### src/hw/rtl/cbc_pkg.sv
package cbc_pkg;

  // Sample and word widths
  localparam int SampleW = 12;
  localparam int AdcBits = 12;
  localparam int RefW    = 21;
  localparam int GainW   = 32;
  localparam int DutyW   = 17;
  localparam int CmpW    = 10;
  localparam int ErrW    = 24;
  localparam int ProdW   = ErrW + GainW + 1;
  localparam int RndW    = ProdW + 1;
  localparam int IntW    = 40;
  localparam int PiOutW  = 34;
  localparam int VoltW   = 22;

  // Linear ADC scaling: gains in Q0.32, offsets in Q.32
  localparam logic [GainW-1:0]   VGain = 32'd12517698;
  localparam logic [GainW-1:0]   IGain = 32'd22191938;
  localparam logic [RndW-1:0]    VOffs = 58'd76265828;
  localparam logic [RndW-1:0]    IOffs = 58'd50709556515;
  localparam logic [RndW-1:0]    RoundHalf16 = 58'd32768;
  localparam logic [PiOutW:0]    RoundHalf14 = 35'd8192;

  // Outer loop limit: 8 A in Q.30
  localparam logic [PiOutW-1:0]  OuterHi = 34'h2_0000_0000;
  localparam logic [DutyW-1:0]   DutyFull = 17'd65536;
  localparam logic [CmpW-1:0]    DutyScale = 10'd1000;
  localparam logic [1:0]         NoMode = 2'd3;

  // Register reset values
  localparam logic [RefW-1:0]    CurrentRefRst = 21'd262144;
  localparam logic [RefW-1:0]    VoltageRefRst = 21'd262144;
  localparam logic [GainW-1:0]   KpCurrentRst  = 32'd10604338;
  localparam logic [GainW-1:0]   KiCurrentRst  = 32'd196377;
  localparam logic [GainW-1:0]   KpVoltageRst  = 32'd19647274;
  localparam logic [GainW-1:0]   KiVoltageRst  = 32'd357223;
  localparam logic [DutyW-1:0]   DutyMaxRst    = 17'd13107;

  typedef enum logic [2:0] {
    REG_LOOP_MODE   = 3'd0,
    REG_CURRENT_REF = 3'd1,
    REG_VOLTAGE_REF = 3'd2,
    REG_KP_CURRENT  = 3'd3,
    REG_KI_CURRENT  = 3'd4,
    REG_KP_VOLTAGE  = 3'd5,
    REG_KI_VOLTAGE  = 3'd6,
    REG_DUTY_MAX    = 3'd7
  } cbc_reg_e;

  typedef struct packed {
    logic             loop_mode;
    logic [RefW-1:0]  current_reference;
    logic [RefW-1:0]  voltage_reference;
    logic [GainW-1:0] kp_current;
    logic [GainW-1:0] ki_current;
    logic [GainW-1:0] kp_voltage;
    logic [GainW-1:0] ki_voltage;
    logic [DutyW-1:0] duty_max;
  } cbc_cfg_t;

  typedef enum logic [1:0] {
    MUL_VCODE  = 2'd0,
    MUL_ICODE  = 2'd1,
    MUL_ERR_KP = 2'd2,
    MUL_ERR_KI = 2'd3
  } cbc_mul_sel_e;

  typedef enum logic [1:0] {
    ADD_NONE  = 2'd0,
    ADD_VOFFS = 2'd1,
    ADD_IOFFS = 2'd2
  } cbc_add_sel_e;

  typedef enum logic [3:0] {
    ST_IDLE  = 4'd0,
    ST_MUL_V = 4'd1,
    ST_MUL_I = 4'd2,
    ST_AMPS  = 4'd3,
    ST_O_KI  = 4'd4,
    ST_O_INT = 4'd5,
    ST_O_SUM = 4'd6,
    ST_O_CMD = 4'd7,
    ST_I_KP  = 4'd8,
    ST_I_KI  = 4'd9,
    ST_I_INT = 4'd10,
    ST_I_SUM = 4'd11,
    ST_OUT   = 4'd12
  } cbc_state_e;

  typedef struct packed {
    logic         start;
    logic         mul_en;
    cbc_mul_sel_e mul_sel;
    cbc_add_sel_e add_sel;
    logic         outer;
    logic         ld_volts;
    logic         ld_amps;
    logic         ld_prop;
    logic         int_upd;
    logic         sum_upd;
    logic         ld_cmd_ref;
    logic         ld_cmd_pi;
    logic         ld_out;
  } cbc_cmd_t;

  typedef struct packed {
    logic cascade;
  } cbc_status_t;

endpackage

### src/hw/rtl/cbc_cfg_regs.sv
module cbc_cfg_regs (
  input  logic                 clk_i,
  input  logic                 rst_ni,
  input  logic                 cfg_valid_i,
  input  logic [2:0]           cfg_index_i,
  input  logic [31:0]          cfg_data_i,
  output cbc_pkg::cbc_cfg_t    cfg_o
);
  import cbc_pkg::*;

  cbc_cfg_t cfg_q;

  always_ff @(posedge clk_i or negedge rst_ni) begin
    if (!rst_ni) begin
      cfg_q.loop_mode         <= 1'b1;
      cfg_q.current_reference <= CurrentRefRst;
      cfg_q.voltage_reference <= VoltageRefRst;
      cfg_q.kp_current        <= KpCurrentRst;
      cfg_q.ki_current        <= KiCurrentRst;
      cfg_q.kp_voltage        <= KpVoltageRst;
      cfg_q.ki_voltage        <= KiVoltageRst;
      cfg_q.duty_max          <= DutyMaxRst;
    end else if (cfg_valid_i) begin
      case (cbc_reg_e'(cfg_index_i))
        REG_LOOP_MODE:   cfg_q.loop_mode         <= cfg_data_i[0];
        REG_CURRENT_REF: cfg_q.current_reference <= cfg_data_i[RefW-1:0];
        REG_VOLTAGE_REF: cfg_q.voltage_reference <= cfg_data_i[RefW-1:0];
        REG_KP_CURRENT:  cfg_q.kp_current        <= cfg_data_i;
        REG_KI_CURRENT:  cfg_q.ki_current        <= cfg_data_i;
        REG_KP_VOLTAGE:  cfg_q.kp_voltage        <= cfg_data_i;
        REG_KI_VOLTAGE:  cfg_q.ki_voltage        <= cfg_data_i;
        REG_DUTY_MAX:    cfg_q.duty_max          <= cfg_data_i[DutyW-1:0];
        default: ;
      endcase
    end
  end

  assign cfg_o = cfg_q;

endmodule

### src/hw/rtl/cbc_datapath.sv
module cbc_datapath (
  input  logic                          clk_i,
  input  logic                          rst_ni,
  input  cbc_pkg::cbc_cmd_t             cmd_i,
  input  cbc_pkg::cbc_cfg_t             cfg_i,
  input  logic [cbc_pkg::SampleW-1:0]   voltage_sample_i,
  input  logic [cbc_pkg::SampleW-1:0]   current_sample_i,
  output cbc_pkg::cbc_status_t          status_o,
  output logic [cbc_pkg::CmpW-1:0]      duty_compare_o,
  output logic [cbc_pkg::RefW-1:0]      current_command_o,
  output logic                          inner_clamped_o,
  output logic                          outer_clamped_o
);
  import cbc_pkg::*;

  // Work registers
  logic [AdcBits-1:0]       vcode_q, icode_q;
  logic signed [ProdW-1:0]  prod_q;
  logic signed [VoltW-1:0]  volts_q, amps_q;
  logic signed [IntW-1:0]   prop_q;
  logic [PiOutW-1:0]        pi_out_q;
  logic [RefW-1:0]          cmd_q;
  logic                     iclamp_q, oclamp_q;

  // Loop state
  logic signed [IntW-1:0]   cint_q, vint_q;
  logic                     cen_q, ven_q;
  logic [1:0]               prev_mode_q;

  // Result word
  logic [CmpW-1:0]          duty_cmp_q;
  logic [RefW-1:0]          cmd_out_q;
  logic                     iclamp_out_q, oclamp_out_q;

  logic signed [ErrW-1:0]   err_outer, err_inner, err_sel, mul_a;
  logic [GainW-1:0]         mul_b;
  logic [RndW-1:0]          addend;
  logic signed [RndW-1:0]   rnd_sum;
  logic signed [IntW-1:0]   rnd_val;
  logic signed [IntW-1:0]   integ_sel;
  logic                     en_sel;
  logic signed [IntW:0]     isum;
  logic signed [IntW-1:0]   integ_new;
  logic signed [IntW:0]     psum;
  logic [DutyW-1:0]         dmax;
  logic [PiOutW-1:0]        hi;
  logic [PiOutW-1:0]        pi_out_d;
  logic                     clamp_d;
  logic [PiOutW:0]          cmd_round;
  logic [DutyW+CmpW-1:0]    duty_prod;

  assign err_outer = $signed({3'b000, cfg_i.voltage_reference})
                   - $signed({{(ErrW-VoltW){volts_q[VoltW-1]}}, volts_q});
  assign err_inner = $signed({3'b000, cmd_q})
                   - $signed({{(ErrW-VoltW){amps_q[VoltW-1]}}, amps_q});
  assign err_sel = cmd_i.outer ? err_outer : err_inner;

  // Operand selection for the shared multiplier
  always_comb begin
    case (cmd_i.mul_sel)
      MUL_VCODE: begin
        mul_a = $signed({{(ErrW-AdcBits){1'b0}}, vcode_q});
        mul_b = VGain;
      end
      MUL_ICODE: begin
        mul_a = $signed(ErrW'(0) - {{(ErrW-AdcBits){1'b0}}, icode_q});
        mul_b = IGain;
      end
      MUL_ERR_KP: begin
        mul_a = err_sel;
        mul_b = cmd_i.outer ? cfg_i.kp_voltage : cfg_i.kp_current;
      end
      MUL_ERR_KI: begin
        mul_a = err_sel;
        mul_b = cmd_i.outer ? cfg_i.ki_voltage : cfg_i.ki_current;
      end
      default: begin
        mul_a = err_sel;
        mul_b = cfg_i.kp_current;
      end
    endcase
  end

  // Add offset, round half up, drop 16 fraction bits
  always_comb begin
    case (cmd_i.add_sel)
      ADD_VOFFS: addend = VOffs;
      ADD_IOFFS: addend = IOffs;
      default:   addend = '0;
    endcase
  end

  assign rnd_sum = $signed({prod_q[ProdW-1], prod_q}) + $signed(addend)
                 + $signed(RoundHalf16);
  assign rnd_val = rnd_sum[IntW+15:16];

  // Saturating integrator update
  assign integ_sel = cmd_i.outer ? vint_q : cint_q;
  assign en_sel    = cmd_i.outer ? ven_q : cen_q;
  assign isum = {integ_sel[IntW-1], integ_sel} + {rnd_val[IntW-1], rnd_val};

  always_comb begin
    if (!isum[IntW] && isum[IntW-1]) begin
      integ_new = {1'b0, {(IntW-1){1'b1}}};
    end else if (isum[IntW] && !isum[IntW-1]) begin
      integ_new = {1'b1, {(IntW-1){1'b0}}};
    end else begin
      integ_new = isum[IntW-1:0];
    end
  end

  // Output clamp of the selected loop
  assign dmax = (cfg_i.duty_max > DutyFull) ? DutyFull : cfg_i.duty_max;
  assign hi   = cmd_i.outer ? OuterHi
                            : {{(PiOutW-DutyW-14){1'b0}}, dmax, 14'd0};
  assign psum = {prop_q[IntW-1], prop_q} + {integ_sel[IntW-1], integ_sel};

  always_comb begin
    if (psum > $signed({{(IntW+1-PiOutW){1'b0}}, hi})) begin
      pi_out_d = hi;
      clamp_d  = 1'b1;
    end else if (psum[IntW]) begin
      pi_out_d = '0;
      clamp_d  = 1'b1;
    end else begin
      pi_out_d = psum[PiOutW-1:0];
      clamp_d  = 1'b0;
    end
  end

  assign cmd_round = {1'b0, pi_out_q} + RoundHalf14;
  assign duty_prod = pi_out_q[DutyW+13:14] * DutyScale;

  always_ff @(posedge clk_i or negedge rst_ni) begin
    if (!rst_ni) begin
      cint_q      <= '0;
      vint_q      <= '0;
      cen_q       <= 1'b1;
      ven_q       <= 1'b1;
      prev_mode_q <= NoMode;
    end else if (cmd_i.start) begin
      // Clear both loops on a mode change
      if ({1'b0, cfg_i.loop_mode} != prev_mode_q) begin
        cint_q <= '0;
        vint_q <= '0;
        cen_q  <= 1'b1;
        ven_q  <= 1'b1;
      end
      prev_mode_q <= {1'b0, cfg_i.loop_mode};
    end else if (cmd_i.int_upd) begin
      if (en_sel) begin
        if (cmd_i.outer) begin
          vint_q <= integ_new;
        end else begin
          cint_q <= integ_new;
        end
      end
    end else if (cmd_i.sum_upd) begin
      if (cmd_i.outer) begin
        ven_q <= !clamp_d;
      end else begin
        cen_q <= !clamp_d;
      end
    end
  end

  always_ff @(posedge clk_i) begin
    if (cmd_i.start) begin
      vcode_q  <= voltage_sample_i[AdcBits-1:0];
      icode_q  <= current_sample_i[AdcBits-1:0];
      oclamp_q <= 1'b0;
    end
    if (cmd_i.mul_en) begin
      prod_q <= ProdW'(mul_a * $signed({1'b0, mul_b}));
    end
    if (cmd_i.ld_volts) begin
      volts_q <= rnd_val[VoltW-1:0];
    end
    if (cmd_i.ld_amps) begin
      amps_q <= rnd_val[VoltW-1:0];
    end
    if (cmd_i.ld_prop) begin
      prop_q <= rnd_val;
    end
    if (cmd_i.sum_upd) begin
      pi_out_q <= pi_out_d;
      if (cmd_i.outer) begin
        oclamp_q <= clamp_d;
      end else begin
        iclamp_q <= clamp_d;
      end
    end
    if (cmd_i.ld_cmd_ref) begin
      cmd_q <= cfg_i.current_reference;
    end else if (cmd_i.ld_cmd_pi) begin
      cmd_q <= cmd_round[RefW+13:14];
    end
    if (cmd_i.ld_out) begin
      duty_cmp_q   <= duty_prod[CmpW+15:16];
      cmd_out_q    <= cmd_q;
      iclamp_out_q <= iclamp_q;
      oclamp_out_q <= oclamp_q;
    end
  end

  assign status_o.cascade  = !cfg_i.loop_mode;
  assign duty_compare_o    = duty_cmp_q;
  assign current_command_o = cmd_out_q;
  assign inner_clamped_o   = iclamp_out_q;
  assign outer_clamped_o   = oclamp_out_q;

endmodule

### src/hw/rtl/cbc_ctrl.sv
module cbc_ctrl (
  input  logic                  clk_i,
  input  logic                  rst_ni,
  input  logic                  in_valid_i,
  output logic                  in_ready_o,
  output logic                  out_valid_o,
  input  logic                  out_ready_i,
  input  cbc_pkg::cbc_status_t  status_i,
  output cbc_pkg::cbc_cmd_t     cmd_o
);
  import cbc_pkg::*;

  cbc_state_e state_q, state_d;
  logic       out_valid_q, out_valid_d;
  logic       out_free;

  assign out_free = !out_valid_q || out_ready_i;

  always_ff @(posedge clk_i or negedge rst_ni) begin
    if (!rst_ni) begin
      state_q     <= ST_IDLE;
      out_valid_q <= 1'b0;
    end else begin
      state_q     <= state_d;
      out_valid_q <= out_valid_d;
    end
  end

  always_comb begin
    state_d     = state_q;
    out_valid_d = out_valid_q && !out_ready_i;
    in_ready_o  = 1'b0;
    cmd_o       = '0;
    cmd_o.mul_sel = MUL_VCODE;
    cmd_o.add_sel = ADD_NONE;
    case (state_q)
      ST_IDLE: begin
        in_ready_o = 1'b1;
        if (in_valid_i) begin
          cmd_o.start = 1'b1;
          state_d = status_i.cascade ? ST_MUL_V : ST_MUL_I;
        end
      end
      ST_MUL_V: begin
        cmd_o.mul_en  = 1'b1;
        cmd_o.mul_sel = MUL_VCODE;
        state_d = ST_MUL_I;
      end
      ST_MUL_I: begin
        cmd_o.mul_en   = 1'b1;
        cmd_o.mul_sel  = MUL_ICODE;
        cmd_o.add_sel  = ADD_VOFFS;
        cmd_o.ld_volts = status_i.cascade;
        cmd_o.ld_cmd_ref = !status_i.cascade;
        state_d = ST_AMPS;
      end
      ST_AMPS: begin
        // In cascade mode, launch the outer proportional product with current scaling
        cmd_o.add_sel = ADD_IOFFS;
        cmd_o.ld_amps = 1'b1;
        cmd_o.outer   = 1'b1;
        cmd_o.mul_sel = MUL_ERR_KP;
        cmd_o.mul_en  = status_i.cascade;
        state_d = status_i.cascade ? ST_O_KI : ST_I_KP;
      end
      ST_O_KI: begin
        cmd_o.outer   = 1'b1;
        cmd_o.ld_prop = 1'b1;
        cmd_o.mul_en  = 1'b1;
        cmd_o.mul_sel = MUL_ERR_KI;
        state_d = ST_O_INT;
      end
      ST_O_INT: begin
        cmd_o.outer   = 1'b1;
        cmd_o.int_upd = 1'b1;
        state_d = ST_O_SUM;
      end
      ST_O_SUM: begin
        cmd_o.outer   = 1'b1;
        cmd_o.sum_upd = 1'b1;
        state_d = ST_O_CMD;
      end
      ST_O_CMD: begin
        cmd_o.ld_cmd_pi = 1'b1;
        state_d = ST_I_KP;
      end
      ST_I_KP: begin
        cmd_o.mul_en  = 1'b1;
        cmd_o.mul_sel = MUL_ERR_KP;
        state_d = ST_I_KI;
      end
      ST_I_KI: begin
        cmd_o.ld_prop = 1'b1;
        cmd_o.mul_en  = 1'b1;
        cmd_o.mul_sel = MUL_ERR_KI;
        state_d = ST_I_INT;
      end
      ST_I_INT: begin
        cmd_o.int_upd = 1'b1;
        state_d = ST_I_SUM;
      end
      ST_I_SUM: begin
        cmd_o.sum_upd = 1'b1;
        state_d = ST_OUT;
      end
      ST_OUT: begin
        // Hold until the output register is free
        if (out_free) begin
          cmd_o.ld_out = 1'b1;
          out_valid_d  = 1'b1;
          state_d = ST_IDLE;
        end
      end
      default: begin
        state_d = ST_IDLE;
      end
    endcase
  end

  assign out_valid_o = out_valid_q;

endmodule

### src/hw/rtl/cascaded_pi_buck_controller.sv
// Cascaded PI controller for a buck converter: one PWM compare word per
// sample pair.
// Input channel: in_valid_i/in_ready_o carry a word of one voltage and one
// current ADC sample. Output channel: out_valid_o/out_ready_i carry the
// duty compare value, the current command used by the inner loop and the
// clamp flags of both loops. Config channel: cfg_valid_i/cfg_ready_o write
// cfg_data_i to the register at cfg_index_i; it is always ready. The user is
// to write it only while the block is idle; the block does not enforce this.
// One word is worked on at a time by a single shared multiplier, at most one
// product a cycle. A word is accepted only in the idle state, and out_valid_o
// is registered and rises on the return to idle. A cascade word takes five
// more steps, for the voltage scaling and the outer loop.
// Reset loads the default gains and setpoints, clears both integrators and
// forces a loop clear on the first word. A stalled receiver holds the result
// word in the output register; the next input word is still accepted and
// processed, then waits in the last step until the output register is free.
module cascaded_pi_buck_controller (
  input  logic                          clk_i,
  input  logic                          rst_ni,
  input  logic                          in_valid_i,
  output logic                          in_ready_o,
  input  logic [cbc_pkg::SampleW-1:0]   voltage_sample_i,
  input  logic [cbc_pkg::SampleW-1:0]   current_sample_i,
  output logic                          out_valid_o,
  input  logic                          out_ready_i,
  output logic [cbc_pkg::CmpW-1:0]      duty_compare_o,
  output logic [cbc_pkg::RefW-1:0]      current_command_o,
  output logic                          inner_clamped_o,
  output logic                          outer_clamped_o,
  input  logic                          cfg_valid_i,
  output logic                          cfg_ready_o,
  input  logic [2:0]                    cfg_index_i,
  input  logic [31:0]                   cfg_data_i
);
  import cbc_pkg::*;

  cbc_cfg_t    cfg;
  cbc_cmd_t    cmd;
  cbc_status_t status;

  // Register writes are always accepted
  assign cfg_ready_o = 1'b1;

  cbc_cfg_regs u_cfg_regs (
    .clk_i       (clk_i),
    .rst_ni      (rst_ni),
    .cfg_valid_i (cfg_valid_i),
    .cfg_index_i (cfg_index_i),
    .cfg_data_i  (cfg_data_i),
    .cfg_o       (cfg)
  );

  // Sequencer: runs scaling, the outer loop in cascade mode and the inner loop
  cbc_ctrl u_ctrl (
    .clk_i       (clk_i),
    .rst_ni      (rst_ni),
    .in_valid_i  (in_valid_i),
    .in_ready_o  (in_ready_o),
    .out_valid_o (out_valid_o),
    .out_ready_i (out_ready_i),
    .status_i    (status),
    .cmd_o       (cmd)
  );

  // Shared multiplier, rounding, integrators, clamps and the result register
  cbc_datapath u_datapath (
    .clk_i             (clk_i),
    .rst_ni            (rst_ni),
    .cmd_i             (cmd),
    .cfg_i             (cfg),
    .voltage_sample_i  (voltage_sample_i),
    .current_sample_i  (current_sample_i),
    .status_o          (status),
    .duty_compare_o    (duty_compare_o),
    .current_command_o (current_command_o),
    .inner_clamped_o   (inner_clamped_o),
    .outer_clamped_o   (outer_clamped_o)
  );

endmodule

### config.mk
export PLATFORM = sky130hd
export DESIGN_NAME = cascaded_pi_buck_controller
export DESIGN_NICKNAME = d
export VERILOG_FILES = /design/src/hw/rtl/cbc_pkg.sv /design/src/hw/rtl/cbc_cfg_regs.sv /design/src/hw/rtl/cbc_datapath.sv /design/src/hw/rtl/cbc_ctrl.sv /design/src/hw/rtl/cascaded_pi_buck_controller.sv
export SDC_FILE = /design/constraint.sdc
export NUM_CORES = 2
export LEC_CHECK = 0
export BUFFER_PORTS_ARGS = -buffer_cell sky130_fd_sc_hd__buf_2
export CORE_ASPECT_RATIO = 1.25
export CORE_MARGIN = 2
export CORE_UTILIZATION = 62
export CTS_CLUSTER_DIAMETER = 60
export DETAILED_ROUTE_END_ITERATION = 6
export PLACE_DENSITY = 0.79
export SYNTH_ARGS = -nofsm -noshare
export SYNTH_HDL_FRONTEND = slang
export SYNTH_HIERARCHICAL = 1
export SYNTH_SLANG_ARGS = --single-unit
### constraint.sdc
create_clock -name clk_i -period 13.2 [get_ports clk_i]
set_input_delay 0.66 -clock clk_i [delete_from_list [all_inputs] [get_ports clk_i]]
set_output_delay 0.66 -clock clk_i [all_outputs]
set_load 0.01 [all_outputs]
==> results.ini <==
[logic_synthesis]
async_reset_ff_share_pct = 53.5
ys.flop_type = edfxtp_1
netlist_area_um2 = 56900
ys_warn_count = 6
synth_common_cells = 915 x inv_1, 786 x nand2_1, 719 x fa_1
synth_edf_count = 240
netlist_top_cells_area = fa_1 25%, edfxtp_1 13%, ha_1 9.9%
synth_nets = 6968
synth_cells = 5733
synth_top_cell_area_share_pct = 25.3
yosysMostFrequentCell = inv_1
syn_area_per_cell_um2 = 9.92
ys_seq_elements = 518
yosysUniqueCellTypes = 106
ys_seq_area_share_pct = 25.0
synth_top_area_cell = fa_1

[placement]
port_buffers = 98
post-dp-hpwl_mm = 125
pre_cts_slack_ns = 1.99
place_congestion = 0.988

[floorplanning]
die_width_um = 275
die_h_um = 343
rows = 124
die_area_um2 = 94200
coreArea_um2 = 91200
boundaryPins = 100
start_util_pct = 62.3

[layout]
syn2layout_area_growth_pct = 6.41
drive_gt1_share_pct = 9.71
nets = 6944

[grt]
antenna_found_initial = 3
grt_pass1_wl_mm = 252
grt.total_usage_pct = 35.2
grt_pass1_vias = 44558
grt_max_degree = 134
grt-ovfl-total = 0

[timing]
fin_crit_ns = 11.53
slew-limit-headroom_pct = 6.09
setup_ws_ns = 1.67
hold_viol = 0
fin_setup_tns_ns = 0
worst_slew_pin_slew_ns = 1.39
drv_slew = 0
fmax_ghz = 0.0867
fin_crit_sh_pct = 87.3
rsz0062_at_grt = no
finalSetupViolCount = 0
finClkSkew_ns = 0.0972

[detailed_routing]
vias = 42253
firstDrtPassIters = 6
wl_mm = 163
routedWlPerCell_um = 23.4
ant_nets = 0
drc = 0
routed_via_density = 6.07
drt_iter0_markers = 3696

[clock_tree]
cts-buffers-inserted = 56
cts_resized = 0
cts_buffer_depth = 3
hold_buffers = 0
clk_latency_ns = 0.68
clk_pin_slew_ns = 0.07
cts_tree = yes
cts-root-buf = clkbuf_16
post_cts_buffers = 0
cts.sinks = 518
cts-htree-levels = 2

[critical_path]
startpoint_type = flip-flop
crit_required_ns = 13.52
path_class = flip-flop to flip-flop
path_common_cell = fa_1
crit_path_end_kind = flip-flop
critPathMaxFanout = 32
crit_arrival_ns = 11.85
cp_slowest_cell = o21a_1
critPathMaxStageDelay_ns = 0.83

[outcome]
status = completed

[hold_path]
hold_class = input pin to asynchronous set/reset pin

[run]
maxCapViolCount = 0

[area by class of cell]
class	instances	area (um^2)
multi-input combinational	4033	38200
fill	7087	30700
sequential	518	14200
inverter	917	3440
clock buffer	74	1540
tap	1197	1500
timing repair buffer	183	1150
clock inverter	32	400
antenna	4	10.0
[per-stage QoR]
| stage | cell area [um^2] | std cells | utilization, % | hold slack, ns |
|---|---|---|---|---|
| floorplan | 56900 | 5733 | - | 0.364 |
| finish | 60500 | 6958 | 66.3 | 0.00930 |
| global placement | 58600 | 6848 | 64.2 | 0.409 |
| global route | 60500 | 6954 | 66.3 | 0.0499 |
| CTS | 60500 | 6954 | 66.3 | 0.0148 |
| detailed placement | 58600 | 6848 | 64.2 | 0.417 |
[cells by family (layout without fill, tap and decap cells)]
kind of cell	Yosys count	after routing	share of synthesized area, %
XOR/XNOR	233	233	3.59
other	1	5	0.00659
buffers and inverters	1182	1206	8.12
AO/OA/AOI/OAI	818	818	9.26
flip-flops	518	518	25.0
multiplexers	306	306	6.55
AND/OR/NAND/NOR	1504	1504	12.2
adder cells (fa/ha/maj)	1171	1171	35.3
[metal layers]
layer / track usage, % / share of wire, % / wire, um / vias up
met5: 0 / 0.0068 / 11 / -
met4: 21.7 / 7.4 / 12100 / 2
met3: 6.33 / 8.2 / 13300 / 580
met2: 58.9 / 48 / 78200 / 1979
met1: 42.5 / 36 / 59300 / 21061
li1: - / - / - / 18631
[sequential cells by signal, summed over array words and instances (netlist names), 22 cells and up]
name	flops
u_datapath/vint_q	40
u_datapath/amps_q	22
u_datapath/prop_q	40
u_datapath/cint_q	40
u_cfg_regs/cfg_o	188
u_datapath/volts_q	22
u_datapath/prod_q	56
[critical path, delay by kind of cell, from the launching register on]
kind	cells	cell delay (ns)
adder cells (fa/ha/maj)	8	3.90
AO/OA/AOI/OAI	9	3.12
buffers and inverters	7	1.78
AND/OR/NAND/NOR	7	1.65
flip-flops	1	0.60
XOR/XNOR	1	0.09
[layout by cell type (no fill, tap or decap), types with 44 or more instances in the layout]
cell type,n
a21o_1,83
clkbuf_16,57
and2_1,140
edfxtp_1,240
o21a_1,63
o211ai_1,59
nor2b_1,54
dfstp_2,64
inv_1,915
xnor2_1,137
o21ai_0,167
buf_4,84
fa_1,719
a21oi_1,220
mux2_1,142
buf_2,97
nor2_1,210
nand2b_1,44
dfrtp_1,213
nand3_1,77
ha_1,452
mux2_2,92
nand2_1,785
xor2_1,96
[final timing paths]
check,from,to,slack [ns],cells past startpoint
worst max-delay path,u_ctrl/state_q[1],u_datapath/prod_q[54],1.67,32
worst min-delay path,rst_ni,u_datapath/vint_q[31],0.009,1
worst max register to register,u_ctrl/state_q[1],u_datapath/prod_q[54],1.67,32
worst min register to register,u_datapath/iclamp_q,u_datapath/inner_clamped_o,0.43,0
max in group asynchronous,rst_ni,u_cfg_regs/cfg_o[131],10.90,3
min in group clk_i,voltage_sample_i[1],u_datapath/vcode_q[1],0.18,1
Power is left out: the tool's default activity adds up to more than one toggle a clock period on the data nets, which glitch-free logic cannot reach.
